--- config.mk ---
export PLATFORM = sky130hd
export DESIGN_NAME = rgba_fade_interpolator_top
export DESIGN_NICKNAME = d
export VERILOG_FILES = /design/src/rtl/rfi_pkg.sv /design/src/rtl/rfi_divider.sv /design/src/rtl/rfi_blend_lane.sv /design/src/rtl/rgba_fade_interpolator_top.sv
export SDC_FILE = /design/constraint.sdc
export NUM_CORES = 1
export LEC_CHECK = 0
export BUFFER_PORTS_ARGS = -buffer_cell sky130_fd_sc_hd__buf_4
export CORE_MARGIN = 2
export CORE_UTILIZATION = 64
export CTS_BUF_LIST = sky130_fd_sc_hd__clkbuf_8
export DETAILED_ROUTE_END_ITERATION = 6
export PLACE_DENSITY = 0.84
export SLEW_MARGIN = 0
export SYNTH_ARGS = -nofsm -noshare
export SYNTH_HDL_FRONTEND = slang
export SYNTH_SLANG_ARGS = --single-unit
--- constraint.sdc ---
create_clock -name clock -period 6.4 [get_ports clock]
set_clock_uncertainty 0.2 [all_clocks]
set_input_delay 0.64 -clock clock [delete_from_list [all_inputs] [get_ports clock]]
set_output_delay 0.64 -clock clock [all_outputs]
set_load 0.03 [all_outputs]
--- src/rtl/rfi_pkg.sv ---
// Shared constants, types and state codes for the RGBA fade interpolator.
// Used by the serial divider, the blend lanes and the top level.
`default_nettype none

package rfi_pkg;

   // Field widths.
   localparam int TIME_WIDTH    = 24;
   localparam int CHANNEL_WIDTH = 8;

   // Fraction elapsed/duration is Q0.16.
   localparam int FRAC_BITS = 16;
   localparam int COUNT_W   = $clog2(FRAC_BITS);

   // Channel order inside a color: red, green, blue, alpha.
   localparam int NUM_CH    = 4;
   localparam int ALPHA_IDX = 3;

   // Accumulator of one blend lane holds (goal - start) * frac, signed.
   localparam int ACC_W = CHANNEL_WIDTH + FRAC_BITS + 1;

   // Packed stream words, rounded up to whole bytes.
   localparam int REQ_FIELDS_W = NUM_CH * CHANNEL_WIDTH + TIME_WIDTH;
   localparam int REQ_DATA_W   = ((REQ_FIELDS_W + 7) / 8) * 8;
   localparam int RSP_FIELDS_W = (NUM_CH + 1) * CHANNEL_WIDTH + 2;
   localparam int RSP_DATA_W   = ((RSP_FIELDS_W + 7) / 8) * 8;

   typedef logic [CHANNEL_WIDTH-1:0]             chan_type;
   typedef logic [NUM_CH-1:0][CHANNEL_WIDTH-1:0] color_type;
   typedef logic [TIME_WIDTH-1:0]                time_type;

   localparam chan_type CH_MAX   = {CHANNEL_WIDTH{1'b1}};
   localparam time_type TIME_MAX = {TIME_WIDTH{1'b1}};

   // Item kinds carried on the request tuser bit.
   localparam logic MODE_BEGIN = 1'b0;
   localparam logic MODE_TICK  = 1'b1;

   typedef enum logic [2:0] {
      ST_IDLE,
      ST_EVAL,
      ST_DIVIDE,
      ST_APPLY,
      ST_PUBLISH
   } state_type;

   // Control from the sequencer to the serial datapath units.
   typedef struct packed {
      logic load;
      logic step;
   } serial_ctl_type;

endpackage

`default_nettype wire

--- src/rtl/rfi_divider.sv ---
// Restoring divider that yields one quotient bit per cycle while ctl.step is set, MSB first.
// Depends on rfi_pkg for widths and the control struct.
`default_nettype none

module rfi_divider (
   input  wire                      clock,
   input  wire rfi_pkg::serial_ctl_type ctl,
   input  wire rfi_pkg::time_type   dividend,
   input  wire rfi_pkg::time_type   divisor,
   output logic                     quot_bit
);

   rfi_pkg::time_type              rem_ff;
   rfi_pkg::time_type              rem_in;
   logic [rfi_pkg::TIME_WIDTH:0]   shifted;
   logic [rfi_pkg::TIME_WIDTH:0]   trial;

   // The remainder stays below the divisor, so doubling it fits one extra bit.
   always_comb begin
      shifted  = {rem_ff, 1'b0};
      trial    = shifted - {1'b0, divisor};
      quot_bit = (shifted >= {1'b0, divisor});
      if (ctl.load) begin
         rem_in = dividend;
      end else if (ctl.step) begin
         rem_in = quot_bit ? trial[rfi_pkg::TIME_WIDTH-1:0]
                           : shifted[rfi_pkg::TIME_WIDTH-1:0];
      end else begin
         rem_in = rem_ff;
      end
   end

   always_ff @(posedge clock) begin
      rem_ff <= rem_in;
   end

endmodule

`default_nettype wire

--- src/rtl/rfi_blend_lane.sv ---
// One channel of the linear blend: accumulates (goal - start) * frac from the
// serial quotient bits, MSB first. Depends on rfi_pkg.
`default_nettype none

module rfi_blend_lane (
   input  wire                      clock,
   input  wire rfi_pkg::serial_ctl_type ctl,
   input  wire rfi_pkg::chan_type   start_val,
   input  wire rfi_pkg::chan_type   goal_val,
   input  wire                      quot_bit,
   output rfi_pkg::chan_type        result
);

   logic signed [rfi_pkg::CHANNEL_WIDTH:0] diff_ff;
   logic signed [rfi_pkg::CHANNEL_WIDTH:0] diff_in;
   logic signed [rfi_pkg::ACC_W-1:0]       acc_ff;
   logic signed [rfi_pkg::ACC_W-1:0]       acc_in;
   logic signed [rfi_pkg::ACC_W-1:0]       addend;
   logic [rfi_pkg::CHANNEL_WIDTH:0]        sum;

   always_comb begin
      addend = quot_bit
             ? {{(rfi_pkg::ACC_W-rfi_pkg::CHANNEL_WIDTH-1){diff_ff[rfi_pkg::CHANNEL_WIDTH]}},
                diff_ff}
             : '0;
      if (ctl.load) begin
         diff_in = {1'b0, goal_val} - {1'b0, start_val};
         acc_in  = '0;
      end else if (ctl.step) begin
         diff_in = diff_ff;
         acc_in  = (acc_ff <<< 1) + addend;
      end else begin
         diff_in = diff_ff;
         acc_in  = acc_ff;
      end
      // The upper slice of the signed product is its floor over 2^16.
      sum    = {1'b0, start_val}
             + acc_ff[rfi_pkg::ACC_W-1:rfi_pkg::FRAC_BITS];
      result = sum[rfi_pkg::CHANNEL_WIDTH-1:0];
   end

   always_ff @(posedge clock) begin
      diff_ff <= diff_in;
      acc_ff  <= acc_in;
   end

endmodule

`default_nettype wire

--- src/rtl/rgba_fade_interpolator_top.sv ---
// Top level of the RGBA fade interpolator: sequencer, fade state and stream ports.
// Depends on rfi_pkg, rfi_divider and rfi_blend_lane.
//
// Each request word either begins a fade (tuser = 0) toward a target color over a
// duration, or advances a running fade by a number of ticks (tuser = 1), and each
// produces exactly one response word with the color, modulation and status after
// that step. While a fade is in progress an item goes through accept, evaluate, the
// bit-serial division elapsed/duration, whose quotient bits feed four shift-and-add
// blend lanes in the same cycles, apply and publish. A tick while idle, or the step
// that ends a fade, goes from accept through evaluate straight to publish. The
// response sits in an output register; the next request is taken as soon as the
// sequencer is back in idle, even while that response still waits for rsp_tready,
// and a new response is only loaded once the previous one has gone.
`default_nettype none

module rgba_fade_interpolator_top (
   input  wire                              clock,
   input  wire                              reset,
   // Request stream.
   input  wire                              req_tvalid,
   output logic                             req_tready,
   // tdata from bit 0 up: target_red, target_green, target_blue, target_alpha,
   // time_value.
   input  wire [rfi_pkg::REQ_DATA_W-1:0]    req_tdata,
   // tuser: mode.
   input  wire                              req_tuser,
   // Response stream.
   output logic                             rsp_tvalid,
   input  wire                              rsp_tready,
   // tdata from bit 0 up: color_red, color_green, color_blue, color_alpha,
   // modulation, overlay_active, fade_busy, zero fill.
   output logic [rfi_pkg::RSP_DATA_W-1:0]   rsp_tdata
);

   localparam int CW = rfi_pkg::CHANNEL_WIDTH;
   localparam int TW = rfi_pkg::TIME_WIDTH;

   rfi_pkg::state_type          state_ff, state_in;
   rfi_pkg::color_type          present_ff, present_in;
   rfi_pkg::color_type          start_ff, start_in;
   rfi_pkg::color_type          goal_ff, goal_in;
   rfi_pkg::time_type           elapsed_ff, elapsed_in;
   rfi_pkg::time_type           duration_ff, duration_in;
   rfi_pkg::time_type           step_ff, step_in;
   logic                        busy_ff, busy_in;
   logic                        overlay_ff, overlay_in;
   logic                        lerp_ff, lerp_in;
   rfi_pkg::chan_type           mod_ff, mod_in;
   logic [rfi_pkg::COUNT_W-1:0] count_ff, count_in;
   logic                        rsp_valid_ff, rsp_valid_in;
   logic [rfi_pkg::RSP_DATA_W-1:0] rsp_data_ff, rsp_data_in;

   rfi_pkg::serial_ctl_type     ctl;
   logic                        quot_bit;
   rfi_pkg::color_type          lane_result;

   rfi_pkg::color_type          target;
   rfi_pkg::time_type           time_value;
   logic                        accept;
   logic                        start_rgb_zero;
   logic                        target_rgb_zero;
   logic                        goal_rgb_zero;
   logic [TW:0]                 elapsed_sum;
   logic                        can_publish;

   // Unpack the request word.
   always_comb begin
      for (int c = 0; c < rfi_pkg::NUM_CH; c++) begin
         target[c] = req_tdata[c*CW +: CW];
      end
      time_value = req_tdata[rfi_pkg::NUM_CH*CW +: TW];
   end

   assign req_tready = (state_ff == rfi_pkg::ST_IDLE);
   assign accept     = req_tvalid && req_tready;
   assign rsp_tvalid = rsp_valid_ff;
   assign rsp_tdata  = rsp_data_ff;

   rfi_divider u_divider (
      .clock    (clock),
      .ctl      (ctl),
      .dividend (elapsed_ff),
      .divisor  (duration_ff),
      .quot_bit (quot_bit)
   );

   for (genvar c = 0; c < rfi_pkg::NUM_CH; c++) begin : g_lane
      rfi_blend_lane u_lane (
         .clock     (clock),
         .ctl       (ctl),
         .start_val (start_ff[c]),
         .goal_val  (goal_ff[c]),
         .quot_bit  (quot_bit),
         .result    (lane_result[c])
      );
   end

   always_comb begin
      state_in     = state_ff;
      present_in   = present_ff;
      start_in     = start_ff;
      goal_in      = goal_ff;
      elapsed_in   = elapsed_ff;
      duration_in  = duration_ff;
      step_in      = step_ff;
      busy_in      = busy_ff;
      overlay_in   = overlay_ff;
      lerp_in      = lerp_ff;
      mod_in       = mod_ff;
      count_in     = count_ff;
      rsp_data_in  = rsp_data_ff;
      rsp_valid_in = rsp_valid_ff && !rsp_tready;
      ctl          = '0;

      start_rgb_zero  = (present_ff[0] == '0) && (present_ff[1] == '0)
                     && (present_ff[2] == '0);
      target_rgb_zero = (target[0] == '0) && (target[1] == '0) && (target[2] == '0);
      goal_rgb_zero   = (goal_ff[0] == '0) && (goal_ff[1] == '0) && (goal_ff[2] == '0);
      elapsed_sum     = {1'b0, elapsed_ff} + {1'b0, step_ff};
      can_publish     = !rsp_valid_ff || rsp_tready;

      unique case (state_ff)
         rfi_pkg::ST_IDLE: begin
            if (accept) begin
               state_in = rfi_pkg::ST_EVAL;
               if (req_tuser == rfi_pkg::MODE_BEGIN) begin
                  // Begin: the present color becomes the start of the fade.
                  busy_in     = 1'b1;
                  duration_in = time_value;
                  elapsed_in  = '0;
                  step_in     = '0;
                  start_in    = present_ff;
                  goal_in     = target;
                  overlay_in  = !(start_rgb_zero && target_rgb_zero);
                  if (!(start_rgb_zero && target_rgb_zero)) begin
                     mod_in = rfi_pkg::CH_MAX;
                  end
                  // RGB is held when either end is fully transparent.
                  if (target[rfi_pkg::ALPHA_IDX] == '0) begin
                     lerp_in = 1'b0;
                  end else if (present_ff[rfi_pkg::ALPHA_IDX] == '0) begin
                     lerp_in = 1'b0;
                     for (int c = 0; c < rfi_pkg::ALPHA_IDX; c++) begin
                        present_in[c] = target[c];
                     end
                  end else begin
                     lerp_in = 1'b1;
                  end
               end else begin
                  step_in = time_value;
               end
            end
         end

         rfi_pkg::ST_EVAL: begin
            if (!busy_ff) begin
               state_in = rfi_pkg::ST_PUBLISH;
            end else if (elapsed_ff >= duration_ff) begin
               // The fade has run its course: land on the goal.
               state_in   = rfi_pkg::ST_PUBLISH;
               present_in = goal_ff;
               busy_in    = 1'b0;
               if (!overlay_ff) begin
                  mod_in = rfi_pkg::CH_MAX - goal_ff[rfi_pkg::ALPHA_IDX];
               end else if ((goal_ff[rfi_pkg::ALPHA_IDX] == '0) || goal_rgb_zero) begin
                  overlay_in = 1'b0;
                  mod_in     = rfi_pkg::CH_MAX - goal_ff[rfi_pkg::ALPHA_IDX];
               end
            end else begin
               state_in = rfi_pkg::ST_DIVIDE;
               ctl.load = 1'b1;
               count_in = '0;
            end
         end

         rfi_pkg::ST_DIVIDE: begin
            ctl.step = 1'b1;
            count_in = count_ff + 1'b1;
            if (count_ff == rfi_pkg::COUNT_W'(rfi_pkg::FRAC_BITS - 1)) begin
               state_in = rfi_pkg::ST_APPLY;
            end
         end

         rfi_pkg::ST_APPLY: begin
            state_in = rfi_pkg::ST_PUBLISH;
            present_in[rfi_pkg::ALPHA_IDX] = lane_result[rfi_pkg::ALPHA_IDX];
            if (lerp_ff) begin
               for (int c = 0; c < rfi_pkg::ALPHA_IDX; c++) begin
                  present_in[c] = lane_result[c];
               end
            end
            if (!overlay_ff) begin
               mod_in = rfi_pkg::CH_MAX - lane_result[rfi_pkg::ALPHA_IDX];
            end
            // Elapsed time saturates at the top of its range.
            elapsed_in = elapsed_sum[TW] ? rfi_pkg::TIME_MAX : elapsed_sum[TW-1:0];
         end

         rfi_pkg::ST_PUBLISH: begin
            if (can_publish) begin
               state_in     = rfi_pkg::ST_IDLE;
               rsp_valid_in = 1'b1;
               rsp_data_in  = '0;
               for (int c = 0; c < rfi_pkg::NUM_CH; c++) begin
                  rsp_data_in[c*CW +: CW] = present_ff[c];
               end
               rsp_data_in[rfi_pkg::NUM_CH*CW +: CW]     = mod_ff;
               rsp_data_in[(rfi_pkg::NUM_CH+1)*CW]       = overlay_ff;
               rsp_data_in[(rfi_pkg::NUM_CH+1)*CW + 1]   = busy_ff;
            end
         end

         default: begin
            state_in = rfi_pkg::ST_IDLE;
         end
      endcase
   end

   always_ff @(posedge clock) begin
      if (reset) begin
         state_ff     <= rfi_pkg::ST_IDLE;
         present_ff   <= '0;
         start_ff     <= '0;
         goal_ff      <= '0;
         elapsed_ff   <= '0;
         duration_ff  <= '0;
         step_ff      <= '0;
         busy_ff      <= 1'b0;
         overlay_ff   <= 1'b0;
         lerp_ff      <= 1'b0;
         mod_ff       <= rfi_pkg::CH_MAX;
         count_ff     <= '0;
         rsp_valid_ff <= 1'b0;
      end else begin
         state_ff     <= state_in;
         present_ff   <= present_in;
         start_ff     <= start_in;
         goal_ff      <= goal_in;
         elapsed_ff   <= elapsed_in;
         duration_ff  <= duration_in;
         step_ff      <= step_in;
         busy_ff      <= busy_in;
         overlay_ff   <= overlay_in;
         lerp_ff      <= lerp_in;
         mod_ff       <= mod_in;
         count_ff     <= count_in;
         rsp_valid_ff <= rsp_valid_in;
      end
   end

   // The response payload needs no reset; its valid flag guards it.
   always_ff @(posedge clock) begin
      rsp_data_ff <= rsp_data_in;
   end

endmodule

`default_nettype wire
Yosys cells after proc, flatten, opt, wreduce, memory -nomap -nowiden
Index checks and enable logic that the tools add are counted.
{"block": "totals", "regBits": 385, "wordCells": 171}
{"block": "classes", "add_sub_neg": 17, "n_lt_le_gt_ge": 2, "eq_ne": 18, "n_mux": 57, "n_bitwise": 1, "reduce_logical": 44}
{"operator": "two-way mux 24 bit", "n": 16}
{"operator": "adder 24 bit", "n": 4}
{"operator": "zero test 8 bit", "n": 12}
{"operator": "one-hot mux 24 bit (3 select lines)", "n": 1}
{"operator": "two-way mux 32 bit", "n": 2}
{"operator": "two-way mux 8 bit", "n": 8}
{"operator": "one-hot mux 24 bit (2 select lines)", "n": 1}
{"operator": "subtractor 8 x 8 -> 9 bit", "n": 4}
{"operator": "adder 8 bit", "n": 4}
{"operator": "adder 24 x 24 -> 25 bit", "n": 1}
{"operator": "greater-or-equal comparator 25 x 24 -> 1 bit", "n": 1}
{"operator": "greater-or-equal comparator 24 bit", "n": 1}
{"operator": "one-hot mux 8 bit (3 select lines)", "n": 1}
{"operator": "subtractor 24 bit", "n": 1}
{"operator": "inequality test 2 bit (second input constant)", "n": 10}
{"operator": "AND reduction 3 bit", "n": 6}
{"operator": "two-way mux 1 bit", "n": 16}
{"operator": "one-hot mux 8 bit (2 select lines)", "n": 1}
{"operator": "AND reduction 8 bit", "n": 2}
{"operator": "subtractor 8 bit (first input constant)", "n": 2}
{"operator": "two-way mux 3 bit", "n": 5}
{"operator": "one-hot mux 3 bit (5 select lines)", "n": 1}
{"operator": "nonzero test 2 bit", "n": 5}
{"operator": "logical AND 1 bit", "n": 9}
{"operator": "17 further kinds", "n": 25}

Longest topological paths before layout
{"block": "logic_depth", "depth_word": 9, "ltp_mapped": 25, "mapped_depth_nobuf": 21}

Cells and area by module
Synthesis repeated with hierarchy kept, for this count alone.
{"block": "unflattened", "cells_unflattened": 3070, "hier_area_um2": 25350.6}
{"mod": "rgba_fade_interpolator_top", "n_inst": 1, "cells_each": 1265, "area_each_um2": 10797.9}
{"mod": "rfi_blend_lane at g_lane[2].u_lane ...", "n_inst": 2, "cells_each": 384, "area_each_um2": 3052.9}
{"mod": "rfi_blend_lane at g_lane[1].u_lane", "n_inst": 1, "cells_each": 384, "area_each_um2": 3011.6}
{"mod": "rfi_blend_lane at g_lane[0].u_lane", "n_inst": 1, "cells_each": 367, "area_each_um2": 2942.8}
{"mod": "rfi_divider", "n_inst": 1, "cells_each": 286, "area_each_um2": 2492.4}

Worst setup path after synthesis
Ideal clock, no wire load.
{"block": "synth_path", "path_type": "reg-to-reg", "from": "register u_divider.rem_ff[13]", "to": "register g_lane[2].u_lane.acc_ff[21] in the netlist's numbering", "arrival_time_ps": 5113, "t_required_ps": 6083, "path_slack_ps": 971, "path_stages_with_launch": 23, "path_cell_list": "edfxtp_1 > ha_1 > nand4_2 > or2_0 > a2111o_1 > a31o_2 > a21boi_2 > clkbuf_1 > clkbuf_1 > and2_1 > ha_1 > inv_1 > fa_1 > nor2b_1 > o21ai_0 > a21boi_0 > o21ai_0 > a21boi_0 > o2111ai_1 > or4_1 > o21ai_0 > xor2_1 > a22o_1"}
{"block": "synth_via", "elab_chain_len": 3}
{"element": "from (decl)", "line_no": "rfi_divider.sv:13", "text": "rfi_pkg::time_type rem_ff;"}
{"element": "from (signal assigned)", "line_no": "rfi_divider.sv:34", "text": "rem_ff <= rem_in;"}
{"element": "greater-or-equal comparator 25 x 24 -> 1 bit", "line_no": "rfi_divider.sv:22", "text": "quot_bit = (shifted >= {1'b0, divisor});"}
{"element": "two-way mux 24 bit", "line_no": "rfi_blend_lane.sv:23", "text": "? {{(rfi_pkg::ACC_W-rfi_pkg::CHANNEL_WIDTH-1){diff_ff[rfi_pkg::CHANNEL_WIDTH]}},"}
{"element": "adder 24 bit", "line_no": "rfi_blend_lane.sv:31", "text": "acc_in = (acc_ff <<< 1) + addend;"}
{"element": "to (signal assigned)", "line_no": "rfi_blend_lane.sv:44", "text": "acc_ff <= acc_in;"}
{"element": "to (decl)", "line_no": "rfi_blend_lane.sv:16", "text": "logic signed [rfi_pkg::ACC_W-1:0] acc_ff;"}
No other way between the ends.
A chain may end at the register's enable or synchronous reset.

Worst setup path after layout
{"block": "layout_path", "from": "register u_divider.rem_ff[14]", "to": "register g_lane[2].u_lane.acc_ff[21] in the netlist's numbering"}
Same word-level chain as after synthesis.

==> results_dict.tcl <==
set metrics [dict create \
    async_flop_share 0 \
    setup-tns-final_ps 0 \
    nNetsFinal 2997 \
    layout_common_cells "nand2_1, dfxtp_1, a21oi_1" \
    cts_buffer_depth 3 \
    maxSlewViolCount 0 \
    p_leak_nw 10.28 \
    drive_above_1_share 0.08962 \
    hold_depth 3 \
    worst-path-max-fanout 11 \
    whs_endpoint "goal_ff[17]$_SDFFE_PP0P_" \
    viasPerCell 6.183 \
    regToRegEndpoint "g_lane[2].u_lane.acc_ff[21]$_SDFFE_PP0P_" \
    startpoint "u_divider.rem_ff[14]$_DFFE_PP_" \
    worstSkewPairLatency_ps 630 \
    final.setup.worst_slack_ps 666.4 \
    clk_pin_slew_ps 60 \
    yosys_warnings 0 \
    max_stage_delay_ps 510 \
    n_antenna_cell 0 \
    final_common_cell "nand2_1" \
    area_growth_pct 10.27 \
    routabilityCongestion 0.9261 \
    yosys.cell_types.count 80 \
    rows 69 \
    critPathRequiredTime_ps 6710 \
    worstSetupEndpointType "flop" \
    ios 111 \
    cts_htree_levels 3 \
    fmax_mhz 174.4 \
    synth_ff_type "dfxtp_1" \
    reg2reg_depth 20 \
    portBuffers 104 \
    outcome "finished, final reports clean" \
    pre_cts_ws_ps 794.4 \
    post_cts_resized 0 \
    grt_pass1_wl_microns 97450 \
    arrival_ps 6040 \
    cts_root_buffer "clkbuf_8" \
    place_area_sq_mm 0.02380 \
    post_drt_wl_per_cell_microns 18.50 \
    hpwl_microns 43030 \
    firstDrtPassIters 6 \
    synth_top_cell_area_share 0.2487 \
    synth_area_sq_mm 0.02278 \
    postCtsSetupRepairBufs 0 \
    worst_r2r_startpoint "u_divider.rem_ff[14]$_DFFE_PP_" \
    setup_viol 0 \
    rsz0062_at_grt "false" \
    start_kind "flop" \
    synth_edf_count 102 \
    rrSetupSlack_ps 670 \
    start_util 0.6451 \
    grt_overflow 0 \
    synth_cells 2714 \
    critPathSlowestCell "a2111o_1" \
    vdd_ir_drop_max_mv 0.2267 \
    grt_pass1_vias 19050 \
    drcViolationCount 0 \
    ys_seq_area_frac 0.3832 \
    tightest_slew_ps 1220 \
    ant_nets 0 \
    worstSetupPathType "reg -> reg" \
    cellPowerDensity_mw_per_mm2 310.1 \
    hold_start "req_tdata[17]" \
    totalWireLength_microns 60550 \
    vias 20240 \
    avgSynthCellArea_sq_um 8.393 \
    cts_buffers 68 \
    grt_util_all_layers 0.3293 \
    synth_area_leaders "dfxtp_1, edfxtp_1, ha_1, nand2_1, a21oi_1" \
    grt_max_degree 92 \
    cts-hold-fix-buffers 0 \
    cts_num_sinks 385 \
    yosys.area.top_type "dfxtp_1" \
    die_height_microns 192.7 \
    stdcell_area_sq_mm 0.02512 \
    fp.dieArea_sq_mm 0.03712 \
    fin_crit_ps 5734 \
    hold_viol 0 \
    hold_path.class "in -> reg" \
    antenna_found_initial 4 \
    fp.dieW_microns 192.7 \
    maxCapViolations 0 \
    cts_tree "yes" \
    crit_top_cell "o21ai_0" \
    ys_seq_elements 385 \
    dr.first_iter.drc_count 1988 \
    crit_chain "ha_1 > nand4_2 > or2_0 > a2111o_1 > a31o_2 > a21boi_4 > and2_1 > ha_1 > inv_1 > fa_1 > nor2b_1 > o21ai_0 > a21boi_0 > o21ai_0 > a21boi_0 > o2111ai_1 > or4_1 > o21ai_0 > xor2_1 > a22o_1" \
    fp.coreArea_sq_mm 0.03531 \
    fin_crit_sh 0.8959 \
    max_slew_margin 0.1654 \
]
worst max-delay path: cells and delay by family, from the launching register on:
kind	cells	cell delay, ps
AO/OA/AOI/OAI	10	2600
XOR/XNOR	1	100
adder cells (fa/ha/maj)	3	960
buffers and inverters	1	60
flip-flops	1	410
AND/OR/NAND/NOR	5	1280
per-layer routing:
| layer | vias up | GRT usage | share of wire | wire (microns) |
|---|---|---|---|---|
| met5 | - | 0 | 0.00071 | 43 |
| met4 | 6 | 0.1230 | 0.029 | 1762 |
| met3 | 147 | 0.07456 | 0.094 | 5664 |
| met2 | 917 | 0.4952 | 0.43 | 26080 |
| met1 | 9507 | 0.4621 | 0.45 | 27000 |
| li1 | 9661 | - | - | - |
synthesized netlist by cell type (6+ instances only):
cell type  count
buf_1          8
nor3_1        57
nand4_1       22
a211o_1       27
nand3_1       74
inv_1        118
o21ai_1       17
mux2i_1       39
a21boi_0       6
o21ai_0      103
o22ai_1       10
a41oi_1        6
edfxtp_1     102
nor2b_1       35
a31oi_1       31
buf_4          6
a22o_1        14
or2_2          6
nand2_1      426
o21a_1        12
a22oi_1        7
ha_1         161
and3_1        19
a21o_1        74
or3_1         14
dfxtp_1      283
o211ai_1       7
xor2_1        66
o21bai_1       6
xnor2_1      108
clkbuf_1     136
nor4_1        37
nor2_1       185
and2_1        33
a211oi_1      33
fa_1          14
a21oi_1      281
or4_1         10
nand2b_1      33
state kept, by name, summed over array words and instances, names as in the netlist, 3 cells and up:
register               count
state_ff                   3
count_ff                   4
present_ff                32
rsp_tdata                 42
g_lane.u_lane.diff_ff     36
step_ff                   24
mod_ff                     8
goal_ff                   32
g_lane.u_lane.acc_ff      96
u_divider.rem_ff          24
duration_ff               24
start_ff                  32
elapsed_ff                24
worst max-delay path by stage:
stage	cells after the start	slack [ps]	to
after floorplan	22	970	g_lane[2].u_lane.acc_ff[21]$_SDFFE_PP0P_
after global placement	20	1070	g_lane[2].u_lane.acc_ff[21]$_SDFFE_PP0P_
after detailed placement	21	790	g_lane[1].u_lane.acc_ff[23]$_SDFFE_PP0P_
after CTS	20	770	g_lane[2].u_lane.acc_ff[21]$_SDFFE_PP0P_
after global routing	21	220	g_lane[1].u_lane.acc_ff[23]$_SDFFE_PP0P_
final	20	670	g_lane[2].u_lane.acc_ff[21]$_SDFFE_PP0P_
where the power goes:
part	leakage, nW	total [mW]	internal [mW]	switching [mW]
sequential	3.23	3.28	2.82	0.458
combinational	6.29	2.26	1.02	1.24
clock	0.757	2.25	1.21	1.03
total	10.3	7.79	5.06	2.73
kinds of logic (layout without fill, tap and decap cells):
kind of cell    Yosys count  after routing  synth area share
mux                      39             39           0.01714
other cells               1              6         0.0001646
buf+inv                 274            367           0.04641
flops                   385            385            0.3832
compound gates          690            690            0.1892
simple gates            976            976            0.1963
fa+ha+maj               175            175            0.1007
xor+xnor                174            174           0.06690
through the flow:
step,total power [mW],hold slack (ps),instances,utilization
floorplan,4.979,208.0,2719,-
global placement,5.424,220.3,3152,0.6739
detailed placement,5.510,216.3,3152,0.6739
CTS,7.780,43.41,3273,0.7114
global route,8.245,82.29,3273,0.7114
finish,7.789,84.84,3273,0.7114
cell type report:
class                   count  area [sq um]
flip-flops and latches    385          8728
clock inverters            41         222.7
repair buffers            127         965.9
inverters                 119         449.2
fillers                  2625         10190
clock buffers              80          1101
multi-input cells        2060         13080
well taps                 461         576.8
Power figures use the tool's default switching activity.
